--- src/mcsc_pkg.sv ---
// ----------------------------------------------------------------------------
// mcsc_pkg
// shared types and constants of the multi-camera sync checker
// ----------------------------------------------------------------------------
package mcsc_pkg;

   localparam int CAM_INPUTS      = 3;
   localparam int NUM_CAMERAS_DEF = 3;
   localparam int MIN_PRESENT_DEF = 2;

   localparam int TS_W    = 64;
   localparam int FRAME_W = 32;
   localparam int TOL_W   = 32;
   localparam int COUNT_W = 2;

   localparam logic [1:0] STATUS_OK       = 2'd0;
   localparam logic [1:0] STATUS_UNCONFIG = 2'd1;
   localparam logic [1:0] STATUS_FEW      = 2'd2;
   localparam logic [1:0] STATUS_SPREAD   = 2'd3;

   typedef struct packed {
      logic               present;
      logic [TS_W-1:0]    timestamp;
      logic [FRAME_W-1:0] frame;
   } cam_type;

   // running result handed from cell to cell
   typedef struct packed {
      logic [COUNT_W-1:0] count;
      logic [TS_W-1:0]    lo;
      logic [TS_W-1:0]    hi;
      logic               drop;
   } agg_type;

   typedef struct packed {
      cam_type [CAM_INPUTS-1:0] cams;
      agg_type                  agg;
   } stage_type;

   typedef struct packed {
      logic               accepted;
      logic [1:0]         status;
      logic [TS_W-1:0]    trigger_timestamp;
      logic [TS_W-1:0]    spread_ns;
      logic [COUNT_W-1:0] present_count;
      logic               frame_drop;
   } rsp_type;

endpackage

--- src/mcsc_req_if.sv ---
// ----------------------------------------------------------------------------
// mcsc_req_if
// capture round channel, one item per round of three cameras
// ----------------------------------------------------------------------------
interface mcsc_req_if;
   logic        valid;
   logic        ready;
   logic        cam_a_present;
   logic [63:0] cam_a_timestamp;
   logic [31:0] cam_a_frame;
   logic        cam_b_present;
   logic [63:0] cam_b_timestamp;
   logic [31:0] cam_b_frame;
   logic        cam_c_present;
   logic [63:0] cam_c_timestamp;
   logic [31:0] cam_c_frame;

   modport source (
      output valid, cam_a_present, cam_a_timestamp, cam_a_frame,
             cam_b_present, cam_b_timestamp, cam_b_frame,
             cam_c_present, cam_c_timestamp, cam_c_frame,
      input  ready
   );

   modport sink (
      input  valid, cam_a_present, cam_a_timestamp, cam_a_frame,
             cam_b_present, cam_b_timestamp, cam_b_frame,
             cam_c_present, cam_c_timestamp, cam_c_frame,
      output ready
   );
endinterface

--- src/mcsc_rsp_if.sv ---
// ----------------------------------------------------------------------------
// mcsc_rsp_if
// sync result channel, one item per capture round
// ----------------------------------------------------------------------------
interface mcsc_rsp_if;
   logic        valid;
   logic        ready;
   logic        accepted;
   logic [1:0]  status;
   logic [63:0] trigger_timestamp;
   logic [63:0] spread_ns;
   logic [1:0]  present_count;
   logic        frame_drop;

   modport source (
      output valid, accepted, status, trigger_timestamp, spread_ns,
             present_count, frame_drop,
      input  ready
   );

   modport sink (
      input  valid, accepted, status, trigger_timestamp, spread_ns,
             present_count, frame_drop,
      output ready
   );
endinterface

--- src/mcsc_cell.sv ---
// ----------------------------------------------------------------------------
// mcsc_cell
// one camera cell: frame sequence check and running min/max of timestamps
// ----------------------------------------------------------------------------
module mcsc_cell
   import mcsc_pkg::*;
#(
   parameter int IDX = 0
) (
   input  logic      clock,
   input  logic      reset,
   input  logic      in_valid,
   output logic      in_ready,
   input  stage_type in_data,
   output logic      out_valid,
   input  logic      out_ready,
   output stage_type out_data
);

   logic               valid_ff, valid_in;
   stage_type          data_ff, data_in;
   logic [FRAME_W-1:0] last_frame_ff, last_frame_in;
   logic               last_valid_ff, last_valid_in;
   logic               take;
   cam_type            cam;
   agg_type            agg;

   assign in_ready = !valid_ff || out_ready;
   assign take     = in_valid && in_ready;
   assign cam      = in_data.cams[IDX];

   always_comb begin
      agg = in_data.agg;
      if (cam.present) begin
         if (agg.count == '0) begin
            agg.lo = cam.timestamp;
            agg.hi = cam.timestamp;
         end else begin
            if (cam.timestamp < agg.lo) agg.lo = cam.timestamp;
            if (cam.timestamp > agg.hi) agg.hi = cam.timestamp;
         end
         agg.count = agg.count + COUNT_W'(1);
         if (last_valid_ff && (cam.frame != last_frame_ff + FRAME_W'(1))) begin
            agg.drop = 1'b1;
         end
      end
   end

   always_comb begin
      valid_in      = valid_ff;
      data_in       = data_ff;
      last_frame_in = last_frame_ff;
      last_valid_in = last_valid_ff;
      if (take) begin
         valid_in      = 1'b1;
         data_in.cams  = in_data.cams;
         data_in.agg   = agg;
         last_valid_in = cam.present;
         if (cam.present) last_frame_in = cam.frame;
      end else if (out_ready) begin
         valid_in = 1'b0;
      end
   end

   always_ff @(posedge clock) begin
      if (reset) begin
         valid_ff      <= 1'b0;
         last_valid_ff <= 1'b0;
      end else begin
         valid_ff      <= valid_in;
         last_valid_ff <= last_valid_in;
      end
      data_ff       <= data_in;
      last_frame_ff <= last_frame_in;
   end

   assign out_valid = valid_ff;
   assign out_data  = data_ff;

endmodule

--- src/mcsc_judge.sv ---
// ----------------------------------------------------------------------------
// mcsc_judge
// count check, spread against tolerance, output register
// ----------------------------------------------------------------------------
module mcsc_judge
   import mcsc_pkg::*;
#(
   parameter int MIN_PRESENT = MIN_PRESENT_DEF
) (
   input  logic             clock,
   input  logic             reset,
   input  logic [TOL_W-1:0] tolerance,
   input  logic             in_valid,
   output logic             in_ready,
   input  agg_type          in_data,
   output logic             out_valid,
   input  logic             out_ready,
   output rsp_type          out_data
);

   localparam logic [3:0] MinPresentW = 4'(MIN_PRESENT);

   logic            valid_ff, valid_in;
   rsp_type         rsp_ff, rsp_in;
   rsp_type         res;
   logic [TS_W-1:0] spread;
   logic            take;

   assign in_ready = !valid_ff || out_ready;
   assign take     = in_valid && in_ready;
   assign spread   = in_data.hi - in_data.lo;

   always_comb begin
      res.accepted          = 1'b0;
      res.status            = STATUS_FEW;
      res.trigger_timestamp = '0;
      res.spread_ns         = '0;
      res.present_count     = in_data.count;
      res.frame_drop        = in_data.drop;
      if ({2'b00, in_data.count} >= MinPresentW) begin
         res.spread_ns = spread;
         if (tolerance == '0) begin
            res.status            = STATUS_UNCONFIG;
            res.accepted          = 1'b1;
            res.trigger_timestamp = in_data.hi;
         end else if (spread > {{(TS_W-TOL_W){1'b0}}, tolerance}) begin
            res.status = STATUS_SPREAD;
         end else begin
            res.status            = STATUS_OK;
            res.accepted          = 1'b1;
            res.trigger_timestamp = in_data.hi;
         end
      end
   end

   always_comb begin
      valid_in = valid_ff;
      rsp_in   = rsp_ff;
      if (take) begin
         valid_in = 1'b1;
         rsp_in   = res;
      end else if (out_ready) begin
         valid_in = 1'b0;
      end
   end

   always_ff @(posedge clock) begin
      if (reset) begin
         valid_ff <= 1'b0;
      end else begin
         valid_ff <= valid_in;
      end
      rsp_ff <= rsp_in;
   end

   assign out_valid = valid_ff;
   assign out_data  = rsp_ff;

endmodule

--- src/multi_camera_sync_checker_top.sv ---
// ----------------------------------------------------------------------------
// multi_camera_sync_checker_top
// Takes one capture round per item and returns one sync result per item.
// The rounds flow through a chain of camera cells, one register stage per
// camera (each cell keeps that camera's last frame number and valid mark),
// followed by the output register. One item is accepted every cycle unless
// back-pressure from the result channel stalls the chain. When enough cameras
// are present, a zero tolerance skips the spread check and reports the
// unconfigured status.
// ----------------------------------------------------------------------------
module multi_camera_sync_checker_top
   import mcsc_pkg::*;
#(
   parameter int NUM_CAMERAS = NUM_CAMERAS_DEF,
   parameter int MIN_PRESENT = MIN_PRESENT_DEF
) (
   input  logic             clock,
   input  logic             reset,
   mcsc_req_if.sink         req_chan,
   mcsc_rsp_if.source       rsp_chan,
   input  logic             csr_wr_en,
   input  logic [TOL_W-1:0] csr_wr_data
);

   localparam int NumCells = (NUM_CAMERAS < CAM_INPUTS) ? NUM_CAMERAS : CAM_INPUTS;

   logic [TOL_W-1:0] tolerance_ff, tolerance_in;
   logic             stage_valid [NumCells+1];
   logic             stage_ready [NumCells+1];
   stage_type        stage_data  [NumCells+1];
   rsp_type          rsp;

   assign tolerance_in = csr_wr_en ? csr_wr_data : tolerance_ff;

   always_ff @(posedge clock) begin
      if (reset) begin
         tolerance_ff <= '0;
      end else begin
         tolerance_ff <= tolerance_in;
      end
   end

   assign stage_valid[0]                 = req_chan.valid;
   assign req_chan.ready                 = stage_ready[0];
   assign stage_data[0].cams[0].present   = req_chan.cam_a_present;
   assign stage_data[0].cams[0].timestamp = req_chan.cam_a_timestamp;
   assign stage_data[0].cams[0].frame     = req_chan.cam_a_frame;
   assign stage_data[0].cams[1].present   = req_chan.cam_b_present;
   assign stage_data[0].cams[1].timestamp = req_chan.cam_b_timestamp;
   assign stage_data[0].cams[1].frame     = req_chan.cam_b_frame;
   assign stage_data[0].cams[2].present   = req_chan.cam_c_present;
   assign stage_data[0].cams[2].timestamp = req_chan.cam_c_timestamp;
   assign stage_data[0].cams[2].frame     = req_chan.cam_c_frame;
   assign stage_data[0].agg               = '0;

   for (genvar k = 0; k < NumCells; k++) begin : g_cell
      mcsc_cell #(
         .IDX (k)
      ) u_cell (
         .clock     (clock),
         .reset     (reset),
         .in_valid  (stage_valid[k]),
         .in_ready  (stage_ready[k]),
         .in_data   (stage_data[k]),
         .out_valid (stage_valid[k+1]),
         .out_ready (stage_ready[k+1]),
         .out_data  (stage_data[k+1])
      );
   end

   mcsc_judge #(
      .MIN_PRESENT (MIN_PRESENT)
   ) u_judge (
      .clock     (clock),
      .reset     (reset),
      .tolerance (tolerance_ff),
      .in_valid  (stage_valid[NumCells]),
      .in_ready  (stage_ready[NumCells]),
      .in_data   (stage_data[NumCells].agg),
      .out_valid (rsp_chan.valid),
      .out_ready (rsp_chan.ready),
      .out_data  (rsp)
   );

   assign rsp_chan.accepted          = rsp.accepted;
   assign rsp_chan.status            = rsp.status;
   assign rsp_chan.trigger_timestamp = rsp.trigger_timestamp;
   assign rsp_chan.spread_ns         = rsp.spread_ns;
   assign rsp_chan.present_count     = rsp.present_count;
   assign rsp_chan.frame_drop        = rsp.frame_drop;

endmodule
--- src/flat_wrapper.sv ---
// flat-port wrapper written by rule: the top's interface ports become plain ports
module multi_camera_sync_checker_top_flat import mcsc_pkg::*;
#(
   parameter int NUM_CAMERAS = NUM_CAMERAS_DEF,
   parameter int MIN_PRESENT = MIN_PRESENT_DEF
)
  (clock, reset, csr_wr_en, csr_wr_data, req_chan_valid, req_chan_cam_a_present, req_chan_cam_a_timestamp, req_chan_cam_a_frame, req_chan_cam_b_present, req_chan_cam_b_timestamp, req_chan_cam_b_frame, req_chan_cam_c_present, req_chan_cam_c_timestamp, req_chan_cam_c_frame, req_chan_ready, rsp_chan_valid, rsp_chan_accepted, rsp_chan_status, rsp_chan_trigger_timestamp, rsp_chan_spread_ns, rsp_chan_present_count, rsp_chan_frame_drop, rsp_chan_ready);
  mcsc_req_if req_chan_i ();
  mcsc_rsp_if rsp_chan_i ();
  input  logic clock;
  input  logic reset;
  input  logic csr_wr_en;
  input  logic [TOL_W-1:0] csr_wr_data;
  input wire logic [$bits(req_chan_i.valid)-1:0] req_chan_valid;
  input wire logic [$bits(req_chan_i.cam_a_present)-1:0] req_chan_cam_a_present;
  input wire logic [$bits(req_chan_i.cam_a_timestamp)-1:0] req_chan_cam_a_timestamp;
  input wire logic [$bits(req_chan_i.cam_a_frame)-1:0] req_chan_cam_a_frame;
  input wire logic [$bits(req_chan_i.cam_b_present)-1:0] req_chan_cam_b_present;
  input wire logic [$bits(req_chan_i.cam_b_timestamp)-1:0] req_chan_cam_b_timestamp;
  input wire logic [$bits(req_chan_i.cam_b_frame)-1:0] req_chan_cam_b_frame;
  input wire logic [$bits(req_chan_i.cam_c_present)-1:0] req_chan_cam_c_present;
  input wire logic [$bits(req_chan_i.cam_c_timestamp)-1:0] req_chan_cam_c_timestamp;
  input wire logic [$bits(req_chan_i.cam_c_frame)-1:0] req_chan_cam_c_frame;
  output wire logic [$bits(req_chan_i.ready)-1:0] req_chan_ready;
  output wire logic [$bits(rsp_chan_i.valid)-1:0] rsp_chan_valid;
  output wire logic [$bits(rsp_chan_i.accepted)-1:0] rsp_chan_accepted;
  output wire logic [$bits(rsp_chan_i.status)-1:0] rsp_chan_status;
  output wire logic [$bits(rsp_chan_i.trigger_timestamp)-1:0] rsp_chan_trigger_timestamp;
  output wire logic [$bits(rsp_chan_i.spread_ns)-1:0] rsp_chan_spread_ns;
  output wire logic [$bits(rsp_chan_i.present_count)-1:0] rsp_chan_present_count;
  output wire logic [$bits(rsp_chan_i.frame_drop)-1:0] rsp_chan_frame_drop;
  input wire logic [$bits(rsp_chan_i.ready)-1:0] rsp_chan_ready;
  assign req_chan_i.valid = req_chan_valid;
  assign req_chan_i.cam_a_present = req_chan_cam_a_present;
  assign req_chan_i.cam_a_timestamp = req_chan_cam_a_timestamp;
  assign req_chan_i.cam_a_frame = req_chan_cam_a_frame;
  assign req_chan_i.cam_b_present = req_chan_cam_b_present;
  assign req_chan_i.cam_b_timestamp = req_chan_cam_b_timestamp;
  assign req_chan_i.cam_b_frame = req_chan_cam_b_frame;
  assign req_chan_i.cam_c_present = req_chan_cam_c_present;
  assign req_chan_i.cam_c_timestamp = req_chan_cam_c_timestamp;
  assign req_chan_i.cam_c_frame = req_chan_cam_c_frame;
  assign req_chan_ready = req_chan_i.ready;
  assign rsp_chan_valid = rsp_chan_i.valid;
  assign rsp_chan_accepted = rsp_chan_i.accepted;
  assign rsp_chan_status = rsp_chan_i.status;
  assign rsp_chan_trigger_timestamp = rsp_chan_i.trigger_timestamp;
  assign rsp_chan_spread_ns = rsp_chan_i.spread_ns;
  assign rsp_chan_present_count = rsp_chan_i.present_count;
  assign rsp_chan_frame_drop = rsp_chan_i.frame_drop;
  assign rsp_chan_i.ready = rsp_chan_ready;
  multi_camera_sync_checker_top #(.NUM_CAMERAS(NUM_CAMERAS), .MIN_PRESENT(MIN_PRESENT)) u_core (.clock(clock), .reset(reset), .req_chan(req_chan_i), .rsp_chan(rsp_chan_i), .csr_wr_en(csr_wr_en), .csr_wr_data(csr_wr_data));
endmodule
--- config.mk ---
export PLATFORM = sky130hd
export DESIGN_NAME = multi_camera_sync_checker_top_flat
export DESIGN_NICKNAME = d
export VERILOG_FILES = /design/src/mcsc_pkg.sv /design/src/mcsc_req_if.sv /design/src/mcsc_rsp_if.sv /design/src/mcsc_cell.sv /design/src/mcsc_judge.sv /design/src/multi_camera_sync_checker_top.sv /design/src/flat_wrapper.sv
export SDC_FILE = /design/constraint.sdc
export NUM_CORES = 2
export LEC_CHECK = 0
export BUFFER_PORTS_ARGS = -buffer_cell sky130_fd_sc_hd__buf_2
export CAP_MARGIN = 30
export CELL_PAD_IN_SITES_DETAIL_PLACEMENT = 2
export CELL_PAD_IN_SITES_GLOBAL_PLACEMENT = 2
export CORE_MARGIN = 3
export CORE_UTILIZATION = 42
export CTS_BUF_LIST = sky130_fd_sc_hd__clkbuf_2
export DETAILED_ROUTE_END_ITERATION = 10
export PLACE_DENSITY_LB_ADDON = 0.1
export SLEW_MARGIN = 20
export SYNTH_ARGS = -nofsm -noshare
export SYNTH_HDL_FRONTEND = slang
export SYNTH_SLANG_ARGS = --single-unit
--- constraint.sdc ---
create_clock -name clock -period 10.15 [get_ports clock]
set_clock_uncertainty 0.15 [all_clocks]
set_input_delay 1.015 -clock clock [delete_from_list [all_inputs] [get_ports clock]]
set_output_delay 1.015 -clock clock [all_outputs]
set_load 0.05 [all_outputs]
* Yosys cells after proc, flatten, opt, wreduce, memory -nomap -nowiden
Cells that the tools add are included.
** Storage, ports and cells
- Register bits :: 889
- Input port bits :: 328
- Output and inout port bits :: 136
- Word-level logic and storage cells :: 101
** Cells by class
- Add/sub/neg operators :: 6
- Magnitude comparators :: 6
- Equal/unequal tests :: 3
- Mux-type cells :: 24
- Reductions and logical operators :: 25
** Operator list (number)
- $mux W64 :: 5
- $mux W131 :: 2
- $mux W128 :: 2
- $mux W130 :: 1
- $gt A64 B64 Y1 :: 2
- $lt A64 B64 Y1 :: 2
- $add A32 B1 Y32 const B :: 3
- $ne A32 B32 Y1 :: 3
- $mux W67 :: 1
- $gt A64 B32 Y1 :: 1
- $sub A64 B64 Y64 :: 1
- $logic_not A32 Y1 :: 1
- $mux W1 :: 12
- $reduce_bool A2 Y1 :: 4
- $logic_and A1 B1 Y1 :: 7
- $reduce_and A2 Y1 :: 3
- $add A2 B1 Y2 const B :: 2
- $logic_not A1 Y1 :: 4
- $logic_not A2 Y1 :: 2
- $logic_or A1 B1 Y1 :: 4
- $ge A2 B2 Y1 const B :: 1
- $mux W2 :: 1

* Longest topological paths before layout
- Depth in word-level cells :: 7
- Gate-level depth with buffers :: 24
- Mapped depth without buffers :: 21

* By module
From an unflattened synthesis, not the netlist that was laid out.
** Second synthesis, totals
- Cell total of the unflattened synthesis :: 5057
- Area, all modules :: 71680.0 µm²
** By module, submodules not included
- mcsc_cell (u_core.g_cell[0].u_cell ...) :: instances 2, cells each 1231, area an instance 19949.1 µm², seq. area each 13673.1 µm²
- mcsc_cell (u_core.g_cell[1].u_cell) :: instances 1, cells each 1225, area an instance 19877.8 µm², seq. area each 13673.1 µm²
- mcsc_judge :: instances 1, cells each 1266, area an instance 10736.5 µm², seq. area each 4043.9 µm²
- multi_camera_sync_checker_top :: instances 1, cells each 104, area an instance 1167.4 µm², seq. area each 640.6 µm²

* Worst setup path after synthesis
OpenSTA, ideal clock, no wires.
- Kind :: input to register
- From :: input port rsp_chan_ready
- To :: register u_core.u_judge.rsp_ff, in the netlist u_core.u_judge.out_data[0] (enable)
- Setup time :: 644 ps
- Arrival :: 7018 ps
- Data required time :: 9356 ps
- Path slack :: 2338 ps
- Stages :: 2
- Path buffers :: 0
- Cells stage by stage :: nor2b_1 -> nor2b_1
** On the way
- Cells in the longest elaborated chain, start to end :: 2
** Ends and longest elaborated chain
- from (decl) :: line flat_wrapper.sv:32 : input wire logic [$bits(rsp_chan_i.ready)-1:0] rsp_chan_ready;
- $logic_or A1 B1 Y1 :: line mcsc_judge.sv:29 : assign in_ready = !valid_ff || out_ready;
- $logic_and A1 B1 Y1 :: line mcsc_judge.sv:30 : assign take = in_valid && in_ready;
- via u_core.u_judge.take :: line mcsc_judge.sv:27 : logic take;
- to (signal assigned) :: line mcsc_judge.sv:73 : rsp_ff <= rsp_in;
- to (decl) :: line mcsc_judge.sv:24 : rsp_type rsp_ff, rsp_in;
The timed path passes the listed nets, and every way through them passes these cells.
A chain may end at the register's enable or synchronous reset.

* Final worst setup path
- From :: register u_core.g_cell[2].u_cell.data_ff, in the netlist u_core.g_cell[2].u_cell.out_data[66]
- To :: register u_core.u_judge.rsp_ff, in the netlist u_core.u_judge.out_data[118] (data pin)
** On the way
- Cells in the longest elaborated chain, start to end :: 4
** Ends and longest elaborated chain
- from (decl) :: line mcsc_cell.sv:21 : stage_type data_ff, data_in;
- from (signal assigned) :: line mcsc_cell.sv:73 : data_ff <= data_in;
- $sub A64 B64 Y64 :: line mcsc_judge.sv:31 : assign spread = in_data.hi - in_data.lo;
- via u_core.u_judge.spread[15] :: line mcsc_judge.sv:26 : logic [TS_W-1:0] spread;
- $gt A64 B32 Y1 :: line mcsc_judge.sv:46 : end else if (spread > {{(TS_W-TOL_W){1'b0}}, tolerance}) begin
- $mux W64 :: line mcsc_judge.sv:46
- $mux W67 :: line mcsc_judge.sv:42 : if (tolerance == '0) begin
The timed path passes the listed nets, and every way through them passes these cells.

==> impl_metrics.yaml <==
global_routing:
  grt_start_max_net_pins: 126
  grt_antenna_before_repair: 24
  grt.total_usage_pct: 36.1
  grt_first_pass_wirelength_mm: 297
  grt_overflow: 0
  grt_pass1_vias: 42654
drt:
  drtPass1Iterations: 6
  vias_per_cell: 6.12
  drc: 0
  drt_iter0_markers: 4195
  wl_mm: 238
  wl_per_cell_um: 36.2
  ant_nets: 0
  dr_total_vias: 40250
placed_design:
  place_area_um2: 48800
  numPortBuffers: 463
  finalWeightedCongestion: 0.896
  dp.final_hpwl_mm: 109
cells_and_area:
  drive_above_1_share_pct: 22.3
  fin_nets: 5580
  finalInstanceArea_um2: 58900
  syn_to_final_growth_pct: 30.9
  fin_util_pct: 55.7
floorplan:
  start_util_pct: 42.5
  rows: 119
  die_w_um: 333
  die_h_um: 333
  ioPinCount: 464
  core_region_area_um2: 106000
  dieArea_um2: 111000
yosys:
  yosysWarnings: 0
  synth-xor-area-share_pct: 3.51
  synthTopCellsByCount: "849 x edfxtp_1, 323 x inv_1, 290 x ha_1"
  synth-compound-area-share_pct: 8.09
  synthMostInstantiatedCell: "edfxtp_1"
  ys_async_sr_fraction_pct: 0
  synthTopCellsByArea: "edfxtp_1 57%, ha_1 8.1%, mux2_2 6.5%"
  syn_area_um2: 45000
  avgSynthCellArea_um2: 12.6
  syn-instance-count: 3581
  syn-num-nets: 4200
  synth_top_area_share_pct: 56.7
  synthAdderAreaFrac_pct: 8.14
  synth_top_family_by_area: "simple AND/OR/NAND/NOR gates"
  synth_flop_cell: "edfxtp_1"
  synth_area_leader_cell: "edfxtp_1"
  ys_seq_area_share_pct: 58.4
  synth_cell_types: 81
  yosys-mux-area-fraction_pct: 7.51
  yosys.area_share.simple_pct: 10.6
  ys_ff_latch: 888
  synth_edf_count: 849
sta:
  tns_ns: 0
  tightest_slew_ns: 1.11
  hold_viol: 0
  period_share_pct: 62.9
  setup_viol: 0
  timing.fmax_mhz: 157
  hold-worst-slack_ns: 0.245
  rsz0062_at_grt: "no"
  max-slew-margin-rel_pct: 25.8
  slew_violations: 0
  period_needed_ns: 6.38
worst_setup_path:
  arrival_ns: 7.71
  r2r_slack_ns: 3.77
  r2r-end: "u_core.u_judge.out_data[118]$_SDFFCE_PN0P_"
  cp_data_required_time_ns: 11.48
  r2r_cells: 19
  startpoint_type: "register"
  cp-end-kind: "register"
  worstPathMaxFanout: 66
  r2r-start: "u_core.g_cell[2].u_cell.out_data[66]$_DFFE_PP_"
  path_class: "register to register"
clocking:
  cts_tree: "done"
  cts_root_buf: "clkbuf_2"
  clkTransAtPathRegs_ns: 0.18
  cts_made_buffers: 229
  clkLatencyLatePin_ns: 1.78
  cts_sinks: 888
  cts_htree_levels: 4
  cts_max_path_buffers: 3
worst_hold_path:
  hold_depth: 3
  min_from: "req_chan_cam_a_timestamp[11]"
  hold_path_end: "u_core.g_cell[0].u_cell.out_data[12]$_SDFFCE_PN0P_"
  min_path_type: "input pin to register"
run_status:
  outcome: "complete, no violations"
power:
  ir_drop_mv: 0.102
  power_density_nw_per_um2: 149
  power_leakage_nw: 24.0
  power_mw: 8.74
flow_run:
  maxCapViolations: 0
-- cell families (layout without fill, tap and decap cells) --
group,Yosys count,in the layout
AND/OR/NAND/NOR,912,912
flip-flops,888,888
AO/OA/AOI/OAI,576,576
buffers and inverters,428,1995
multiplexers,305,305
adder cells (fa/ha/maj),292,292
XOR/XNOR,180,180
other,0,34
-- how the worst max path moves through the flow --
stage	start	endpoint	slack, ns	depth (start not counted)
final	u_core.g_cell[2].u_cell.out_data[66]$_DFFE_PP_	u_core.u_judge.out_data[118]$_SDFFCE_PN0P_	3.77	19
after global routing	u_core.g_cell[2].u_cell.out_data[66]$_DFFE_PP_	u_core.u_judge.out_data[118]$_SDFFCE_PN0P_	3.43	19
after CTS	u_core.g_cell[2].u_cell.out_data[66]$_DFFE_PP_	u_core.u_judge.out_data[95]$_SDFFCE_PN0P_	4.14	19
after detailed placement	u_core.g_cell[2].u_cell.out_data[66]$_DFFE_PP_	u_core.u_judge.out_data[98]$_SDFFCE_PN0P_	4.23	19
after global placement	u_core.g_cell[2].u_cell.out_data[2]$_DFFE_PP_	u_core.u_judge.out_data[132]$_SDFFCE_PN1P_	4.38	18
after floorplan	rsp_chan_ready	u_core.u_judge.out_data[0]$_DFFE_PP_	2.34	2
-- state kept, by name, summed over array words and instances, names as in the netlist --
register                            flops
u_core.g_cell.u_cell.last_frame_ff     96
u_core.g_cell.u_cell.last_valid_ff      3
u_core.g_cell.u_cell.out_data         619
u_core.g_cell.u_cell.out_valid          3
u_core.tolerance_ff                    32
u_core.u_judge.out_data               134
u_core.u_judge.out_valid                1
-- cells in the final DEF, fill, tap and decap left out, drive strengths merged, types with 49 or more instances in the layout --
cell and count:
edfxtp 849, dlygate4sd3 755, buf 496, clkbuf 342, inv 332, ha 290, mux2 260, nor2 193
a21oi 184, nand2 162, o21ai 130, and2 122, xnor2 108, nand4 103, a21o 99, and3 86
xor2 72, clkinv 68, nand3 67, nor3 49
-- area by class of cell --
type	count	area, µm²
clock inverter	78	443
tap	1391	1740
inverter	324	1230
fill	9962	46900
multi-input combinational	2265	17100
timing repair buffer	1253	10300
clock buffer	340	1700
antenna	34	85.1
sequential	888	26300
-- per-layer routing --
layer  up-vias  wire length [µm]  track usage, %
met2      2644            118000            64.1
met1     20428             84500            41.9
met5         -                18               0
met3      1006             16500            6.60
met4         2             19000            17.8
li1      16170                 -               -
-- per-stage QoR --
stage	std cells	setup slack, ns
3_3_place_gp	5352	4.38
4_1_cts	6526	4.14
3_5_place_dp	5353	4.23
5_1_grt	6567	3.43
2_1_floorplan	3581	2.34
6_report	6573	3.77
-- critical path: stages (launching register included) --
cell and delay (ns):
edfxtp_1 0.43, inv_1 0.06, ha_1 0.29, nor2b_1 0.33, o2111ai_1 0.26, a211oi_1 0.55, nor2_1 0.24, o21bai_1 0.30
xor2_1 0.33, ha_1 0.31, and4_1 0.22, and2_0 0.18, a221oi_1 0.32, o21ai_0 0.14, a21oi_1 0.26, nand4_1 0.17
nor4b_2 0.38, a41o_2 0.24, buf_4 0.59, and3_1 0.39
-- report_power, final --
| part | switching [mW] | internal (mW) |
|---|---|---|
| clock network | 2.19 | 0.981 |
| logic | 0.662 | 0.534 |
| registers | 0.173 | 4.21 |
| total | 3.02 | 5.72 |
-- timing repair --
item                                    CTS  global route
endpoints found under the hold margin   454             0
setup buffers                             0             0
resized for setup                         0             0
endpoints found under the setup margin    0             0
hold buffers                            755             0
No activity file was read; power rests on OpenSTA's default activity.
